`src/riscv_immediate_alu_executor_unit_defines.svh`:
```
// assertion macros shared by the executor rtl
`ifndef RISCV_IMMEDIATE_ALU_EXECUTOR_UNIT_DEFINES_SVH
`define RISCV_IMMEDIATE_ALU_EXECUTOR_UNIT_DEFINES_SVH

// same-cycle implication, disabled while reset is low
`define RIE_ASSERT_IMP(label, clk, rst_n, ante, cons, msg) \
    label: assert property (@(posedge clk) disable iff (!rst_n) (ante) |-> (cons)) \
        else $error(msg);

// next-cycle implication, disabled while reset is low
`define RIE_ASSERT_NXT(label, clk, rst_n, ante, cons, msg) \
    label: assert property (@(posedge clk) disable iff (!rst_n) (ante) |=> (cons)) \
        else $error(msg);

`endif

```
`src/rie_pkg.sv`:
```
// shared types and constants of the immediate alu executor
`timescale 1ns / 1ps

package rie_pkg;

    localparam int unsigned XLEN     = 32;
    localparam int unsigned REG_AW   = 5;
    localparam int unsigned REG_NUM  = 32;

    localparam logic [6:0]      OPC_IMM     = 7'h13;
    localparam logic [XLEN-1:0] EBREAK_WORD = 32'h0010_0073;
    localparam logic [XLEN-1:0] PC_STEP     = 32'd4;

    // abi registers: zero, and a0 and a1 used by the environment call
    localparam logic [REG_AW-1:0] REG_ZERO = 5'd0;
    localparam logic [REG_AW-1:0] REG_A0   = 5'd10;
    localparam logic [REG_AW-1:0] REG_A1   = 5'd11;

    // funct3 codes under the immediate opcode
    localparam logic [2:0] FN3_ADDI = 3'd0;
    localparam logic [2:0] FN3_XORI = 3'd4;
    localparam logic [2:0] FN3_ORI  = 3'd6;
    localparam logic [2:0] FN3_ANDI = 3'd7;

    // environment call commands held in a0
    localparam logic [XLEN-1:0] CMD_PUTCHAR = 32'd0;
    localparam logic [XLEN-1:0] CMD_HALT    = 32'd1;

    typedef enum logic [2:0] {
        ST_OK         = 3'd0,
        ST_CHAR       = 3'd1,
        ST_HALT       = 3'd2,
        ST_BAD_FN3    = 3'd3,
        ST_BAD_EBREAK = 3'd4,
        ST_BAD_INSTR  = 3'd5,
        ST_IGNORED    = 3'd6
    } t_status;

    // register file write request
    typedef struct packed {
        logic              en;
        logic [REG_AW-1:0] addr;
        logic [XLEN-1:0]   data;
    } t_rf_wr;

endpackage

```
`src/rie_regfile.sv`:
```
// register file: synchronous two-read one-write memory with valid bits and bypass
`timescale 1ns / 1ps

module rie_regfile (
    input  logic                            i_clk,
    input  logic                            i_rst_n,
    input  logic                            i_rd_en,
    input  logic [rie_pkg::REG_AW-1:0]      i_rd_addr_a,
    input  logic [rie_pkg::REG_AW-1:0]      i_rd_addr_b,
    output logic [rie_pkg::XLEN-1:0]        o_rd_data_a,
    output logic [rie_pkg::XLEN-1:0]        o_rd_data_b,
    input  rie_pkg::t_rf_wr                 i_wr
);

    logic [rie_pkg::XLEN-1:0]    mem [rie_pkg::REG_NUM];
    logic [rie_pkg::REG_NUM-1:0] r_valid;

    logic [rie_pkg::XLEN-1:0]    r_dat_a;
    logic [rie_pkg::XLEN-1:0]    r_dat_b;
    logic                        r_vld_a;
    logic                        r_vld_b;
    logic [rie_pkg::REG_AW-1:0]  r_addr_a;
    logic [rie_pkg::REG_AW-1:0]  r_addr_b;
    rie_pkg::t_rf_wr             r_byp;

    // memory write and registered reads
    always_ff @(posedge i_clk) begin
        if (i_wr.en) begin
            mem[i_wr.addr] <= i_wr.data;
        end
        if (i_rd_en) begin
            r_dat_a  <= mem[i_rd_addr_a];
            r_dat_b  <= mem[i_rd_addr_b];
            r_addr_a <= i_rd_addr_a;
            r_addr_b <= i_rd_addr_b;
        end
    end

    // valid bits: an entry never written reads as zero
    always_ff @(posedge i_clk) begin
        if (!i_rst_n) begin
            r_valid <= '0;
            r_vld_a <= 1'b0;
            r_vld_b <= 1'b0;
        end else begin
            if (i_wr.en) begin
                r_valid[i_wr.addr] <= 1'b1;
            end
            if (i_rd_en) begin
                r_vld_a <= r_valid[i_rd_addr_a];
                r_vld_b <= r_valid[i_rd_addr_b];
            end
        end
    end

    // bypass keeps the latest write, covers a read taken at the same edge
    always_ff @(posedge i_clk) begin
        if (!i_rst_n) begin
            r_byp.en <= 1'b0;
        end else if (i_wr.en) begin
            r_byp <= i_wr;
        end
    end

    // read data selection
    always_comb begin
        if (r_byp.en && (r_byp.addr == r_addr_a)) begin
            o_rd_data_a = r_byp.data;
        end else begin
            o_rd_data_a = r_vld_a ? r_dat_a : '0;
        end
        if (r_byp.en && (r_byp.addr == r_addr_b)) begin
            o_rd_data_b = r_byp.data;
        end else begin
            o_rd_data_b = r_vld_b ? r_dat_b : '0;
        end
    end

endmodule

```
`src/riscv_immediate_alu_executor_unit.sv`:
```
// top level: immediate alu executor with register file, pc and halt flag
//
//  channel  direction  valid          stall          payload
//  in       to block   i_in_valid     o_in_stall     i_instruction
//  out      from block o_out_valid    i_out_stall    o_next_pc, o_status, o_char_byte
//
// one item per cycle sustained while the output is not stalled; the register file
// memory is read as an item is accepted, then the execute stage executes, writes back and
// loads the output register; a write-back bypass resolves back-to-back hazards
// reset is synchronous, clears pc, halt flag and register file valid bits
// a stalled output holds the execute stage, which then stalls the input
`timescale 1ns / 1ps
`include "riscv_immediate_alu_executor_unit_defines.svh"

module riscv_immediate_alu_executor_unit (
    input  logic        i_clk,
    input  logic        i_rst_n,
    input  logic        i_in_valid,
    output logic        o_in_stall,
    input  logic [31:0] i_instruction,
    output logic        o_out_valid,
    input  logic        i_out_stall,
    output logic [31:0] o_next_pc,
    output logic [2:0]  o_status,
    output logic [7:0]  o_char_byte
);

    logic                            r_s1_valid;
    logic [rie_pkg::XLEN-1:0]        r_instr;
    logic [rie_pkg::XLEN-1:0]        r_pc;
    logic                            r_halted;
    logic                            r_out_valid;
    logic [rie_pkg::XLEN-1:0]        r_out_pc;
    rie_pkg::t_status                r_out_status;
    logic [7:0]                      r_out_char;

    logic                            in_accept;
    logic                            out_ready;
    logic                            fire;
    logic                            in_is_ebreak;
    logic [rie_pkg::REG_AW-1:0]      rd_addr_a;
    logic [rie_pkg::XLEN-1:0]        rd_data_a;
    logic [rie_pkg::XLEN-1:0]        rd_data_b;
    rie_pkg::t_rf_wr                 rf_wr;

    logic                            is_imm;
    logic                            is_ebreak;
    logic [rie_pkg::REG_AW-1:0]      rd;
    logic [2:0]                      fn3;
    logic [rie_pkg::XLEN-1:0]        imm;
    logic [rie_pkg::XLEN-1:0]        alu_res;
    logic                            alu_ok;
    logic [rie_pkg::XLEN-1:0]        n_pc;
    logic                            n_halted;
    rie_pkg::t_status                n_status;
    logic [7:0]                      n_char;

    // handshake
    assign out_ready  = !r_out_valid || !i_out_stall;
    assign fire       = r_s1_valid && out_ready;
    assign o_in_stall = r_s1_valid && !out_ready;
    assign in_accept  = i_in_valid && !o_in_stall;

    // read addresses: rs1, or a0 and a1 for the environment call
    assign in_is_ebreak = (i_instruction == rie_pkg::EBREAK_WORD);
    assign rd_addr_a    = in_is_ebreak ? rie_pkg::REG_A0 : i_instruction[19:15];

    rie_regfile u_regfile (
        .i_clk       (i_clk),
        .i_rst_n     (i_rst_n),
        .i_rd_en     (in_accept),
        .i_rd_addr_a (rd_addr_a),
        .i_rd_addr_b (rie_pkg::REG_A1),
        .o_rd_data_a (rd_data_a),
        .o_rd_data_b (rd_data_b),
        .i_wr        (rf_wr)
    );

    // execute stage holding register
    always_ff @(posedge i_clk) begin
        if (!i_rst_n) begin
            r_s1_valid <= 1'b0;
        end else if (in_accept) begin
            r_s1_valid <= 1'b1;
        end else if (fire) begin
            r_s1_valid <= 1'b0;
        end
    end

    always_ff @(posedge i_clk) begin
        if (in_accept) begin
            r_instr <= i_instruction;
        end
    end

    // decode
    assign is_imm    = (r_instr[6:0] == rie_pkg::OPC_IMM);
    assign is_ebreak = (r_instr == rie_pkg::EBREAK_WORD);
    assign rd        = r_instr[11:7];
    assign fn3       = r_instr[14:12];
    assign imm       = {{(rie_pkg::XLEN-12){r_instr[31]}}, r_instr[31:20]};

    // immediate alu
    always_comb begin
        alu_ok  = 1'b1;
        alu_res = '0;
        unique case (fn3)
            rie_pkg::FN3_ADDI: alu_res = rd_data_a + imm;
            rie_pkg::FN3_XORI: alu_res = rd_data_a ^ imm;
            rie_pkg::FN3_ORI:  alu_res = rd_data_a | imm;
            rie_pkg::FN3_ANDI: alu_res = rd_data_a & imm;
            default:           alu_ok  = 1'b0;
        endcase
    end

    // status, next pc, halt and write-back
    always_comb begin
        n_status = rie_pkg::ST_OK;
        n_char   = '0;
        n_pc     = r_pc + rie_pkg::PC_STEP;
        n_halted = r_halted;
        rf_wr    = '0;
        if (r_halted) begin
            n_status = rie_pkg::ST_IGNORED;
            n_pc     = r_pc;
        end else if (is_imm) begin
            if (alu_ok) begin
                rf_wr.en   = fire && (rd != rie_pkg::REG_ZERO);
                rf_wr.addr = rd;
                rf_wr.data = alu_res;
            end else begin
                n_status = rie_pkg::ST_BAD_FN3;
            end
        end else if (is_ebreak) begin
            if (rd_data_a == rie_pkg::CMD_PUTCHAR) begin
                n_status = rie_pkg::ST_CHAR;
                n_char   = rd_data_b[7:0];
            end else if (rd_data_a == rie_pkg::CMD_HALT) begin
                n_status = rie_pkg::ST_HALT;
                n_halted = 1'b1;
            end else begin
                n_status = rie_pkg::ST_BAD_EBREAK;
            end
        end else begin
            n_status = rie_pkg::ST_BAD_INSTR;
        end
    end

    // architectural state
    always_ff @(posedge i_clk) begin
        if (!i_rst_n) begin
            r_pc     <= '0;
            r_halted <= 1'b0;
        end else if (fire) begin
            r_pc     <= n_pc;
            r_halted <= n_halted;
        end
    end

    // output register
    always_ff @(posedge i_clk) begin
        if (!i_rst_n) begin
            r_out_valid <= 1'b0;
        end else if (fire) begin
            r_out_valid <= 1'b1;
        end else if (!i_out_stall) begin
            r_out_valid <= 1'b0;
        end
    end

    always_ff @(posedge i_clk) begin
        if (fire) begin
            r_out_pc     <= n_pc;
            r_out_status <= n_status;
            r_out_char   <= n_char;
        end
    end

    assign o_out_valid = r_out_valid;
    assign o_next_pc   = r_out_pc;
    assign o_status    = r_out_status;
    assign o_char_byte = r_out_char;

    // checks
    `RIE_ASSERT_NXT(a_halt_sticky, i_clk, i_rst_n, r_halted, r_halted, "halt flag cleared")
    `RIE_ASSERT_IMP(a_ignored_pc, i_clk, i_rst_n, o_out_valid && (o_status == rie_pkg::ST_IGNORED), o_next_pc == r_pc, "ignored item moved pc")
    `RIE_ASSERT_IMP(a_no_x0_write, i_clk, i_rst_n, rf_wr.en, (rf_wr.addr != rie_pkg::REG_ZERO) && !r_halted, "bad register write")
    `RIE_ASSERT_IMP(a_stall_cause, i_clk, i_rst_n, o_in_stall, r_s1_valid && r_out_valid && i_out_stall, "input stalled without cause")

endmodule

```
`config.mk`:
```
export PLATFORM = sky130hd
export DESIGN_NAME = riscv_immediate_alu_executor_unit
export DESIGN_NICKNAME = d
export VERILOG_FILES = /design/src/rie_pkg.sv /design/src/rie_regfile.sv /design/src/riscv_immediate_alu_executor_unit.sv
export VERILOG_INCLUDE_DIRS = /design/src /design/src/src
export SDC_FILE = /design/constraint.sdc
export NUM_CORES = 2
export LEC_CHECK = 0
export ABC_AREA = 1
export CORE_ASPECT_RATIO = 2
export CORE_MARGIN = 5
export CORE_UTILIZATION = 45
export DETAILED_ROUTE_END_ITERATION = 16
export DONT_BUFFER_PORTS = 1
export PLACE_DENSITY = 0.68
export SYNTH_ARGS = -nofsm -noshare
export SYNTH_HDL_FRONTEND = slang
export SYNTH_SLANG_ARGS = --single-unit
export TNS_END_PERCENT = 50
```
`constraint.sdc`:
```
create_clock -name i_clk -period 10.3 [get_ports i_clk]
set_clock_uncertainty 0.2 [all_clocks]
set_input_delay 0.515 -clock i_clk [delete_from_list [all_inputs] [get_ports i_clk]]
set_output_delay 0.515 -clock i_clk [all_outputs]
set_load 0.005 [all_outputs]
```
== After elaboration in Yosys (flattened, before gate mapping) ==
Memory sizes are Yosys's and may differ from the RTL's. A register that Yosys moved wholly into a read port is not among the register bits.
Cells that the tools add are included.

* Register bits: 187
* Bits in writable memories: 1024
* Input port bits: 36
* Output and inout bits: 45
* Memories kept: 1

* Add/subtract/negate cells: 2
* $lt $le $gt $ge: 3
* Equal/unequal tests: 10
* Muxes and demuxes: 31
* Bitwise logic cells: 6
* Reduce and logical (&&, ||, !) cells: 19

{| class="wikitable"
|+ Memories
! memory !! depth !! width !! rd ports !! clocked after memory_dff !! wr ports !! RTL line !! source
|-
| u_regfile.mem || 32 || 32 || 2 || 2 || 1 || rie_regfile.sv:15 || <nowiki>logic [rie_pkg::XLEN-1:0] mem [rie_pkg::REG_NUM];</nowiki>
|}

{| class="wikitable"
|+ Operator list
! operator !! count
|-
| $pmux 32 s4 || 1
|-
| $mux 38 || 3
|-
| $mux 32 || 3
|-
| $eq 32x21->1 const B || 2
|-
| $or 32x32->32 || 2
|-
| $add 32x3->32 const B || 1
|-
| $add 32x32->32 || 1
|-
| $and 32x32->32 || 1
|-
| $eq 32x1->1 const B || 1
|-
| $logic_not 32->1 || 1
|-
| $xor 32x32->32 || 1
|-
| $mux 8 || 2
|-
| $mux 1 || 14
|-
| $lt 5x6->1 const B || 2
|-
| $mux 3 || 4
|-
| $eq 3x3->1 const B || 3
|-
| $reduce_or 4->1 || 2
|-
| $eq 7x5->1 const B || 1
|-
| $logic_and 1x1->1 || 7
|-
| $bmux 1 s5 || 1
|-
| $demux 1 s5 || 1
|-
| $eq 5x4->1 const B || 1
|-
| $eq 5x5->1 || 1
|-
| $ge 5x1->1 const B || 1
|-
| 10 further kinds || 14
|}

== Logic depth before layout (Yosys ltp) ==
* Depth after elaboration: 13
* Mapped depth: 24

== Cells and area by module ==
Synthesis repeated with hierarchy kept, for this count alone.

* Cell total of the unflattened synthesis: 7474
* Area total of the unflattened synthesis: 65992.0 sq um

{| class="wikitable"
|+ By module, submodules not included
! module !! times used !! cells each !! area each (sq um)
|-
| rie_regfile || 1 || 6184 || 57347.5
|-
| riscv_immediate_alu_executor_unit || 1 || 1290 || 8644.5
|}

== Worst setup path before layout ==
OpenSTA, ideal clock, no wires.

* Path type: reg2reg
* Start: register u_regfile.r_byp[34] (netlist name)
* End: memory u_regfile.mem[0][30] (netlist name), data pin
* Library setup time: 382 ps
* Data arrival time: 3535 ps
* Required time: 9718 ps
* Path slack: 6183 ps
* Cell stages (with the launch flop): 21
* Path buffers: 1
* Cell sequence: edfxtp_1 > nand2_1 > nand2_1 > nor2_4 > buf_2 > nand4_1 > nand2_1 > inv_1 > ha_1 > fa_1 > nand3_1 > nand3_1 > nand2_1 > nand2_1 > nand3_1 > nand2_1 > nand2_1 > nand3b_1 > nand3_1 > nand3_1 > a21oi_1

{| class="wikitable"
|+ RTL lines
! what !! RTL line !! source
|-
| start: declaration || rie_regfile.sv:24 || <nowiki>rie_pkg::t_rf_wr r_byp;</nowiki>
|-
| start signal: assignment || rie_regfile.sv:61 || <nowiki>r_byp <= i_wr;</nowiki>
|-
| end: declaration || rie_regfile.sv:15 ||
|}

==> qor.tcl <==
set qor(cp_slowest_stage_delay_ps) 960
set qor(cts_tree) {done}
set qor(avgSynthCellArea_um2) 11.04
set qor(top_ff_cell_synth) {sky130_fd_sc_hd__edfxtp_1}
set qor(gpl.final_weighted_congestion) 0.9983
set qor(tritoncts_num_sinks) 1247
set qor(core.rowCount) 179
set qor(floorplan.die_area_um2) 126500
set qor(use_met3) 0.03795
set qor(power.internal_mw) 7.694
set qor(die-width_um) 254.0
set qor(final.fill_count) 10350
set qor(run_status) {complete, but fails checks}
set qor(grt.busiest_layer) {met2}
set qor(first_global_vias) 36470
set qor(min_period_ps) 5586
set qor(grt_usage) 0.2538
set qor(detailed_place.area_um2) 55400
set qor(die_height_um) 498.0
set qor(post-dp-hpwl_um) 91850
set qor(antenna_violations_before_repair) 3
set qor(ir_worst_vdd_mv) 0.1685
set qor(cp_data_arrival_time_ps) 5740
set qor(worst-r2r-setup-slack_ps) 4710
set qor(violations) {slew limit}
set qor(global_route.overflow_total) 0
set qor(utilization_of_the_core_after_routing) 0.4965
set qor(synth-async-reset-ratio) 0
set qor(fmax_ghz) 0.1790
set qor(cts_root_buffer) {sky130_fd_sc_hd__clkbuf_16}
set qor(storage_cell_area_um2) 36770
set qor(ffs_latches_synth) 1247
set qor(power.share.switching) 0.2254
set qor(report.final.slew_viol_count) 350
set qor(timing.final.crit_share) 0.5423
set qor(number_of_iterations_in_the_first_detailed_routing_pass) 6
set qor(critical_path_class) {reg2reg}
set qor(post_cts.repair.setup_buffers) 0
set qor(crit_path_frequent_cell) {sky130_fd_sc_hd__nand2_1}
set qor(synth-edff-count) 1179
set qor(globalRouteMet1Util) 0.2856
set qor(detail_route.wl_per_cell_um) 25.66
set qor(ratio_of_total_power_to_cell_area_nw_per_um2) 168.5
set qor(pin_count_of_the_biggest_net_entering_global_routing) 532
set qor(critical_path.cell_chain) {nand2_1, nand2_1, nor2_4, nand3_2, buf_4, nand2_1, nand2_1, inv_1, ha_1, fa_1, nand3_1, nand3_1, nand2_1, nand2_1, nand3_1, nand2_1, nand2_1, nand3b_1, nand2_1, nand2_1, nand3_1, a21oi_2}
set qor(port_buffers) 0
set qor(route.antenna.remaining_nets) 0
set qor(crit_fanout) 33
set qor(num_io_pins) 81
set qor(final-setup-viol-count) 0
set qor(max_cap_viol_count) 0
set qor(global_route.usage.met2) 0.4422
set qor(cts_max_path_buffers) 3
set qor(number_of_distinct_library_cell_variants_in_the_gate_level_netlist_after_synthesis) 51
set qor(finalNetCount) 4915
set qor(grt_first_pass_wirelength_um) 237500
set qor(total_switching_power_mw) 2.240
set qor(tns_ps) 0
set qor(seqPwrFrac) 0.558
set qor(setup.worst_path.end_class) {flip-flop}
set qor(synth.yosys.seq_area_share) 0.6861
set qor(drt_iter0_markers) 3879
set qor(worstSkewPairLatency_ps) 730
set qor(cts-buffers-inserted) 99
set qor(finalHoldWorstSlack_ps) 228.1
set qor(area_growth_pct) 9.989
set qor(core-area_um2) 118700
set qor(dp.cells) 6215
set qor(cts.reportedPaths.clkPinSlew_ps) 70
set qor(crit_path_top_delay_cell) {sky130_fd_sc_hd__a21oi_2}
set qor(max_slew_headroom) -0.9374
set qor(start_kind) {flip-flop}
set qor(initial_core_util) 0.4514
set qor(detailroute.via_count) 37670
set qor(power_frac_clock) 0.385
set qor(cp.required_ps) 10450
set qor(min-delay-path-class) {in2reg}
set qor(synth_cells) 4853
set qor(syn-cell-area_um2) 53590
set qor(post_drt_via_cell_ratio) 5.855
set qor(yosysWarningCount) 0
set qor(stdcell_count) 6433
set qor(final_cell_area_um2) 58940
set qor(comb_power_share) 0.056
set qor(power.leakage_nw) 22.73
set qor(final-hold-violation-count) 0
set qor(rsz_0062_raised_after_global_routing) {no}
set qor(layout-drive-gt1-share) 0.05864
set qor(routed_wirelength_um) 165000
set qor(tightest_slew_ps) 2906
set qor(remaining_drc_errors) 0
set qor(multi_input_area_um2) 15230
set qor(level_count_of_the_clock_h_tree) 3
cell type report:
cell class | instances | area share
sequential | 1247 | 0.6238
multi-input combinational | 3119 | 0.2584
clock buffer | 117 | 0.04371
tap | 1538 | 0.03265
inverter | 247 | 0.01616
timing repair buffer | 99 | 0.01495
clock inverter | 65 | 0.01027
antenna | 1 | 0.00004246
worst paths after layout:
kind,start,to,cells after the start
setup / recovery,u_regfile.r_byp[34]$_DFFE_PP_,u_regfile.mem[9][30]$_DFFE_PP_,22
hold / removal,i_instruction[4],r_instr[4]$_DFFE_PP_,1
setup reg to reg,u_regfile.r_byp[34]$_DFFE_PP_,u_regfile.mem[9][30]$_DFFE_PP_,22
hold reg to reg,u_regfile.r_valid[0]$_SDFFE_PN0P_,u_regfile.r_valid[0]$_SDFFE_PN0P_,2
power groups by stage:
stage	Clock, mW	Combinational [mW]	Sequential [mW]
5_1_grt	4.07	0.607	5.55
2_1_floorplan	0	0.404	5.65
3_3_place_gp	0	0.533	5.66
3_5_place_dp	0	0.537	5.66
6_report	3.83	0.560	5.55
4_1_cts	3.87	0.554	5.55
what timing repair did:
item                                   in CTS  in global routing
hold buffers                               35                  0
gates resized for setup                     0                  0
endpoints found under the hold margin      69                  0
state kept, by name (all words and copies together), names as in the netlist, 8 cells and up:
signal and flops:
u_regfile.r_byp 38, r_pc 30, u_regfile.r_valid 32, o_next_pc 30, o_char_byte 8, u_regfile.mem 1024
u_regfile.r_dat_a 32, u_regfile.r_dat_b 8, r_instr 32
cells in the final DEF, fill, tap and decap left out, types with 8 or more instances in the layout:
master / count
sky130_fd_sc_hd__clkinv_1: 28
sky130_fd_sc_hd__a21oi_1: 232
sky130_fd_sc_hd__o21ai_0: 89
sky130_fd_sc_hd__nor4_1: 9
sky130_fd_sc_hd__a32oi_1: 64
sky130_fd_sc_hd__ha_1: 65
sky130_fd_sc_hd__nand3b_1: 8
sky130_fd_sc_hd__nor2_1: 204
sky130_fd_sc_hd__nor2_4: 38
sky130_fd_sc_hd__nand2_1: 1648
sky130_fd_sc_hd__nand3_1: 396
sky130_fd_sc_hd__edfxtp_1: 1179
sky130_fd_sc_hd__clkbuf_1: 16
sky130_fd_sc_hd__inv_1: 235
sky130_fd_sc_hd__clkbuf_16: 100
sky130_fd_sc_hd__clkinv_2: 16
sky130_fd_sc_hd__a21oi_2: 9
sky130_fd_sc_hd__xor2_1: 24
sky130_fd_sc_hd__dfxtp_1: 68
sky130_fd_sc_hd__nor3_1: 28
sky130_fd_sc_hd__a31oi_1: 39
sky130_fd_sc_hd__dlygate4sd3_1: 35
sky130_fd_sc_hd__buf_4: 60
sky130_fd_sc_hd__o211ai_1: 36
sky130_fd_sc_hd__nand4_1: 37
sky130_fd_sc_hd__bufinv_16: 8
sky130_fd_sc_hd__conb_1: 34
sky130_fd_sc_hd__a32o_1: 96
metrics by stage:
step / power (mW) / setup WS [ps]
finish: 9.934 / 4714
global route: 10.23 / 4300
CTS: 9.967 / 4773
detailed placement: 6.195 / 4825
global placement: 6.190 / 4863
floorplan: 6.050 / 6183
kinds of logic after synthesis:
group,share of synthesized area
simple gates,0.1827
flops,0.6861
compound gates,0.07339
buf+inv,0.03778
fa+ha+maj,0.01555
xor+xnor,0.004250
other cells,0.00006998
mux,0.0001868
per-layer routing:
layer  wire (um)  up-vias
met3       12170      537
li1            -    16850
met2       83660     1897
met5           0        -
met1       55920    18390
met4       13300        0
critical path: cells and delay by family, from the launching register on:
| kind | cells | cell delay [ps] |
|---|---|---|
| flops | 1 | 430 |
| fa+ha+maj | 2 | 490 |
| compound gates | 1 | 960 |
| simple gates | 17 | 2640 |
| buf+inv | 2 | 450 |
cell usage after synthesis, types with 44 or more instances:
master	count	area share
sky130_fd_sc_hd__a21oi_1	240	0.022
sky130_fd_sc_hd__a32o_1	96	0.018
sky130_fd_sc_hd__a32oi_1	64	0.010
sky130_fd_sc_hd__buf_2	44	0.0041
sky130_fd_sc_hd__clkbuf_1	208	0.015
sky130_fd_sc_hd__dfxtp_1	68	0.025
sky130_fd_sc_hd__edfxtp_1	1179	0.66
sky130_fd_sc_hd__ha_1	65	0.015
sky130_fd_sc_hd__inv_1	238	0.017
sky130_fd_sc_hd__nand2_1	1650	0.12
sky130_fd_sc_hd__nand3_1	396	0.037
sky130_fd_sc_hd__nor2_1	240	0.017
sky130_fd_sc_hd__o21ai_0	89	0.0083
Power figures use the tool's default switching activity.
